**config.mk**
```make
export PLATFORM = sky130hd
export DESIGN_NAME = vgcd_dist
export DESIGN_NICKNAME = d
export VERILOG_FILES = /design/src/vgcd_pkg.sv /design/src/vgcd_dist.sv
export SDC_FILE = /design/constraint.sdc
export NUM_CORES = 2
export LEC_CHECK = 0
export ABC_AREA = 0
export BUFFER_PORTS_ARGS = -buffer_cell sky130_fd_sc_hd__buf_4
export CAP_MARGIN = 20
export CORE_AREA = 10 10 418 420
export CTS_BUF_LIST = sky130_fd_sc_hd__clkbuf_4
export DETAILED_ROUTE_END_ITERATION = 8
export DIE_AREA = 0 0 428 430
export PLACE_DENSITY = 0.48
export SYNTH_ARGS = -nofsm -noshare
export SYNTH_HDL_FRONTEND = slang
export SYNTH_SLANG_ARGS = --single-unit
```
**constraint.sdc**
```tcl
create_clock -name aclk -period 26 [get_ports aclk]
set_input_delay 1.3 -clock aclk [delete_from_list [all_inputs] [get_ports aclk]]
set_output_delay 1.3 -clock aclk [all_outputs]
set_load 0.03 [all_outputs]
```
**src/vgcd_pkg.sv**
```systemverilog
package vgcd_pkg;

    localparam int COORD_W        = 32;
    localparam int REL_W          = COORD_W + 1;
    localparam int DIST_W         = 2 * COORD_W;
    localparam int ACC_W          = DIST_W + 2;
    localparam int DATA_W         = 3 * COORD_W;
    localparam int SHIFT_W        = 5;
    localparam int CFG_IDX_W      = 2;
    localparam int DEF_GRID_DIV   = 16;
    localparam int DEF_COORD_BITS = 32;

    localparam logic [CFG_IDX_W-1:0] CFG_ORIGIN_X   = 2'd0;
    localparam logic [CFG_IDX_W-1:0] CFG_ORIGIN_Y   = 2'd1;
    localparam logic [CFG_IDX_W-1:0] CFG_ORIGIN_Z   = 2'd2;
    localparam logic [CFG_IDX_W-1:0] CFG_CELL_SHIFT = 2'd3;

    localparam logic [SHIFT_W-1:0] CELL_SHIFT_RESET = 5'd8;
    localparam logic               FUNC_CLEAR       = 1'b1;

    typedef logic signed [COORD_W-1:0] coord_t;
    typedef logic signed [REL_W-1:0]   rel_t;

    typedef struct packed {
        logic   valid;
        coord_t x;
        coord_t y;
        coord_t z;
    } cell_word_t;

    typedef struct packed {
        logic done;
        logic closer;
    } dist_stat_t;

endpackage

```
**src/vgcd_dist.sv**
```systemverilog
module vgcd_dist import vgcd_pkg::*; #(
    parameter  int IDX_W = $clog2(DEF_GRID_DIV),
    localparam int CEN_W = IDX_W + COORD_W
) (
    input  logic             aclk,
    input  logic             aresetn,
    input  logic             start,
    input  rel_t             rel_p [3],
    input  rel_t             rel_q [3],
    input  logic [CEN_W-1:0] cen [3],
    output dist_stat_t       stat
);

    localparam int          DW        = CEN_W + 3;
    localparam logic [2:0]  NUM_AXES  = 3'd3;
    localparam logic [2:0]  NUM_TERMS = 3'd6;

    logic [2:0]         term_reg;
    logic               busy_reg;
    logic               va_reg;
    logic               vb_reg;
    dist_stat_t         stat_reg;
    logic [COORD_W-1:0] mag_a_reg;
    logic               big_a_reg;
    logic               side_a_reg;
    logic [DIST_W-1:0]  prod_reg;
    logic               big_b_reg;
    logic               side_b_reg;
    logic [ACC_W-1:0]   acc_p_reg;
    logic [ACC_W-1:0]   acc_q_reg;
    logic               sat_p_reg;
    logic               sat_q_reg;

    logic               side;
    logic [1:0]         axis;
    rel_t               rel_sel;
    logic signed [DW-1:0] rel_ext;
    logic signed [DW-1:0] cen_ext;
    logic signed [DW-1:0] d_val;
    logic [DW-1:0]      mag_val;
    logic               big;
    logic [DIST_W-1:0]  dist_p;
    logic [DIST_W-1:0]  dist_q;

    always_comb begin
        side    = (term_reg >= NUM_AXES);
        axis    = side ? 2'(term_reg - NUM_AXES) : 2'(term_reg);
        rel_sel = side ? rel_q[axis] : rel_p[axis];
        rel_ext = DW'(rel_sel);
        cen_ext = $signed(DW'(cen[axis]));
        d_val   = (rel_ext <<< 1) - cen_ext;
        mag_val = d_val[DW-1] ? $unsigned(-d_val) : $unsigned(d_val);
        big     = |mag_val[DW-1:COORD_W];
        dist_p  = (sat_p_reg || (|acc_p_reg[ACC_W-1:DIST_W])) ? '1 : acc_p_reg[DIST_W-1:0];
        dist_q  = (sat_q_reg || (|acc_q_reg[ACC_W-1:DIST_W])) ? '1 : acc_q_reg[DIST_W-1:0];
    end

    always_ff @(posedge aclk) begin
        if (!aresetn) begin
            busy_reg <= 1'b0;
            term_reg <= '0;
            va_reg   <= 1'b0;
            vb_reg   <= 1'b0;
            stat_reg <= '0;
        end else begin
            stat_reg.done <= busy_reg && !start && (term_reg == NUM_TERMS)
                             && !va_reg && !vb_reg;
            vb_reg        <= va_reg;
            va_reg        <= busy_reg && !start && (term_reg != NUM_TERMS);
            if (start) begin
                busy_reg <= 1'b1;
                term_reg <= '0;
            end else if (busy_reg) begin
                if (term_reg != NUM_TERMS) begin
                    term_reg <= term_reg + 3'd1;
                end else if (!va_reg && !vb_reg) begin
                    busy_reg        <= 1'b0;
                    stat_reg.closer <= (dist_p < dist_q);
                end
            end
        end
    end

    always_ff @(posedge aclk) begin
        mag_a_reg  <= mag_val[COORD_W-1:0];
        big_a_reg  <= big;
        side_a_reg <= side;
        prod_reg   <= mag_a_reg * mag_a_reg;
        big_b_reg  <= big_a_reg;
        side_b_reg <= side_a_reg;
        if (start) begin
            acc_p_reg <= '0;
            acc_q_reg <= '0;
            sat_p_reg <= 1'b0;
            sat_q_reg <= 1'b0;
        end else if (vb_reg) begin
            if (side_b_reg) begin
                acc_q_reg <= acc_q_reg + ACC_W'(prod_reg);
                sat_q_reg <= sat_q_reg | big_b_reg;
            end else begin
                acc_p_reg <= acc_p_reg + ACC_W'(prod_reg);
                sat_p_reg <= sat_p_reg | big_b_reg;
            end
        end
    end

    assign stat = stat_reg;

endmodule

```
==> impl_metrics.tcl <==
set metrics [dict create \
    outcome "complete, no violations" \
    gr-usage-all-layers 0.180 \
    gp_congestion 0.970 \
    dpl_cell_area_um2 54300 \
    max_cap_violations 0 \
    cts_max_path_buffers 3 \
    worstPathArrival_ns 10.59 \
    std_cell_rows 150 \
    setup_viol 0 \
    layout_commonest_cell "inv_1" \
    rsz0062_at_grt "no" \
    cp.buffers_inverters 4 \
    ant_nets 0 \
    cp_top_family "adder cells" \
    die_area_um2 184000 \
    r2r_end "prod_reg[57]" \
    synth_xor_area_frac 0.0471 \
    port_buffers 310 \
    worst_hold_slack_ns 0.326 \
    required_ns 26.81 \
    grt_max_degree 77 \
    critPathSlowestCell "o41ai_1" \
    syn-num-nets 7579 \
    syn_area_um2 49700 \
    cts_resized 0 \
    ys_types 82 \
    dp_hpwl_um 134000 \
    tightestPinTransition_ns 1.03 \
    use_met3 0.0305 \
    cts_setup_buffers 0 \
    clk_latency_ns 0.99 \
    grt_pass1_vias 44240 \
    fin_tns_setup_ns 0 \
    hold_violations 0 \
    critPathCaptureType "flop" \
    busiest_layer "met2" \
    die_x_um 428 \
    cts_root_buffer "clkbuf_4" \
    avgSynthCellArea_um2 8.35 \
    muxShareOfSynthArea 0.00852 \
    synthAdderAreaFrac 0.453 \
    met1_usage 0.216 \
    core_area_um2 166000 \
    fmax_ghz 0.102 \
    worst-setup-path-type "flop to flop" \
    numCtsBuffers 80 \
    syn_inst 5948 \
    regToRegSetupSlack_ns 16.22 \
    post_route_cells_drive_above_1_share 0.0886 \
    ys.flop_type "dfxtp_1" \
    finalMaxSlewViolations 0 \
    drtIter0Drc 2055 \
    fin_area_um2 55400 \
    endpoint "prod_reg[57]" \
    cts_max_level 3 \
    yosys.area_share.simple 0.168 \
    r2r_cells 26 \
    crit_cells 26 \
    grt_use_met2 0.325 \
    setup_ws_ns 16.22 \
    reg2reg_from "mag_a_reg[9]" \
    synth_top_family_by_area "adder cells" \
    grt_pass1_wl_um 261000 \
    hp-class "flop to flop" \
    cp-start-kind "flop" \
    slew_headroom 0.310 \
    dr.pass1.iters 7 \
    cts_tree "built" \
    start_util 0.299 \
    yosysWarnings 0 \
    ys_ff_latch 241 \
    yosysSeqAreaShare 0.0971 \
    wl_per_cell_um 19.6 \
    antenna_found_initial 7 \
    finClkSkew_ns 0.113 \
    synth_compound_area_frac 0.130 \
    remaining_drc_errors 0 \
    synthArstFlopShare 0 \
    clock_sinks 241 \
    fin_nets 7793 \
    clk_pin_slew_ns 0.06 \
    syn_to_final_growth_pct 11.5 \
    die_h_um 430 \
    io_pins 311 \
    vias_per_cell 4.79 \
    place_ws_ns 16.24 \
    period_share 0.376 \
    cts_hold_buffers 0 \
    vias 40373 \
    path_max_fanout 28 \
    routed_wl_um 166000 \
    final_cell_mix "1031 x inv_1, 793 x fa_1, 758 x nand2_1" \
    synth_edf_count 0 \
    worst_path_most_repeated_cell "fa_1" \
    critPathLaunch "mag_a_reg[9]" \
    overflow 0 \
    min_period_ns 9.78 \
    max_stage_delay_ns 0.65 \
]
[final cells by class]
type,count,area [µm²]
Clock inverter,27,153
Inverter,1035,3890
Timing Repair Buffer,367,2760
Antenna cell,8,20.0
Tap cell,2204,2760
Multi-Input combinational cell,4437,40100
Fill cell,17808,111000
Sequential cell,241,4820
Clock buffer,112,841
[logic make-up (layout without fill, tap and decap cells)]
| kind of cell | after synthesis | after routing |
|---|---|---|
| buffers and inverters | 1270 | 1541 |
| DFF | 241 | 241 |
| and+or+nand+nor | 1767 | 1767 |
| other | 0 | 8 |
| muxes | 42 | 42 |
| xor gates and xnor gates | 267 | 267 |
| adders and majority gates | 1322 | 1322 |
| AOI/OAI and AO/OA | 1039 | 1039 |
[synthesized netlist by cell type, types with 5 or more instances]
library cell / n / area share
a31o_2: 19 / 0.0034
or2_2: 12 / 0.0015
nor4b_1: 5 / 0.00088
o31ai_1: 45 / 0.0068
fa_1: 793 / 0.32
nand2b_1: 102 / 0.013
a31oi_1: 40 / 0.0050
and3_1: 26 / 0.0033
and2_1: 244 / 0.031
a221oi_1: 8 / 0.0014
nor2b_1: 50 / 0.0063
or3_1: 21 / 0.0026
o21a_1: 25 / 0.0038
o211ai_1: 15 / 0.0023
mux2i_1: 40 / 0.0081
ha_1: 529 / 0.13
nand2_1: 759 / 0.057
buf_1: 21 / 0.0016
a221o_1: 6 / 0.0012
and4_1: 6 / 0.0011
clkbuf_1: 214 / 0.016
nand4_1: 36 / 0.0045
a211oi_1: 35 / 0.0053
xor2_1: 94 / 0.017
a21oi_1: 436 / 0.044
o221ai_1: 5 / 0.00088
a211o_1: 5 / 0.00088
a41oi_1: 5 / 0.00088
nor3_1: 50 / 0.0050
xnor2_1: 173 / 0.031
nand3_1: 157 / 0.016
o21ai_0: 148 / 0.015
inv_1: 1031 / 0.078
nor2_1: 265 / 0.020
a21o_1: 141 / 0.021
dfxtp_1: 241 / 0.097
o21bai_1: 36 / 0.0054
nor4_1: 6 / 0.00076
a22o_1: 9 / 0.0016
a2111oi_0: 7 / 0.0012
or4_1: 5 / 0.00076
[metal layers]
layer  up-vias  part of all wire
met5         -                 0
met4         0             0.031
met3       184             0.051
met2       884              0.50
met1     19739              0.42
li1      19566                 -
[how the worst min path moves through the flow]
stage,from,end,slack [ns],cells past startpoint
after floorplan,big_a_reg,big_b_reg,0.31,0
after global placement,side_a_reg,side_b_reg,0.32,0
after detailed placement,big_a_reg,big_b_reg,0.31,0
after CTS,big_a_reg,big_b_reg,0.33,0
after global routing,big_a_reg,big_b_reg,0.34,0
final,big_a_reg,big_b_reg,0.33,0
[per-stage QoR]
stage	std cells	utilization
after floorplan	5948	-
after global placement	8284	0.327
after detailed placement	8284	0.327
after CTS	8423	0.333
after global routing	8428	0.333
final	8431	0.333
Power is not shown: default switching activity piles up to over one toggle a cycle in this logic, so the estimate is an artifact.
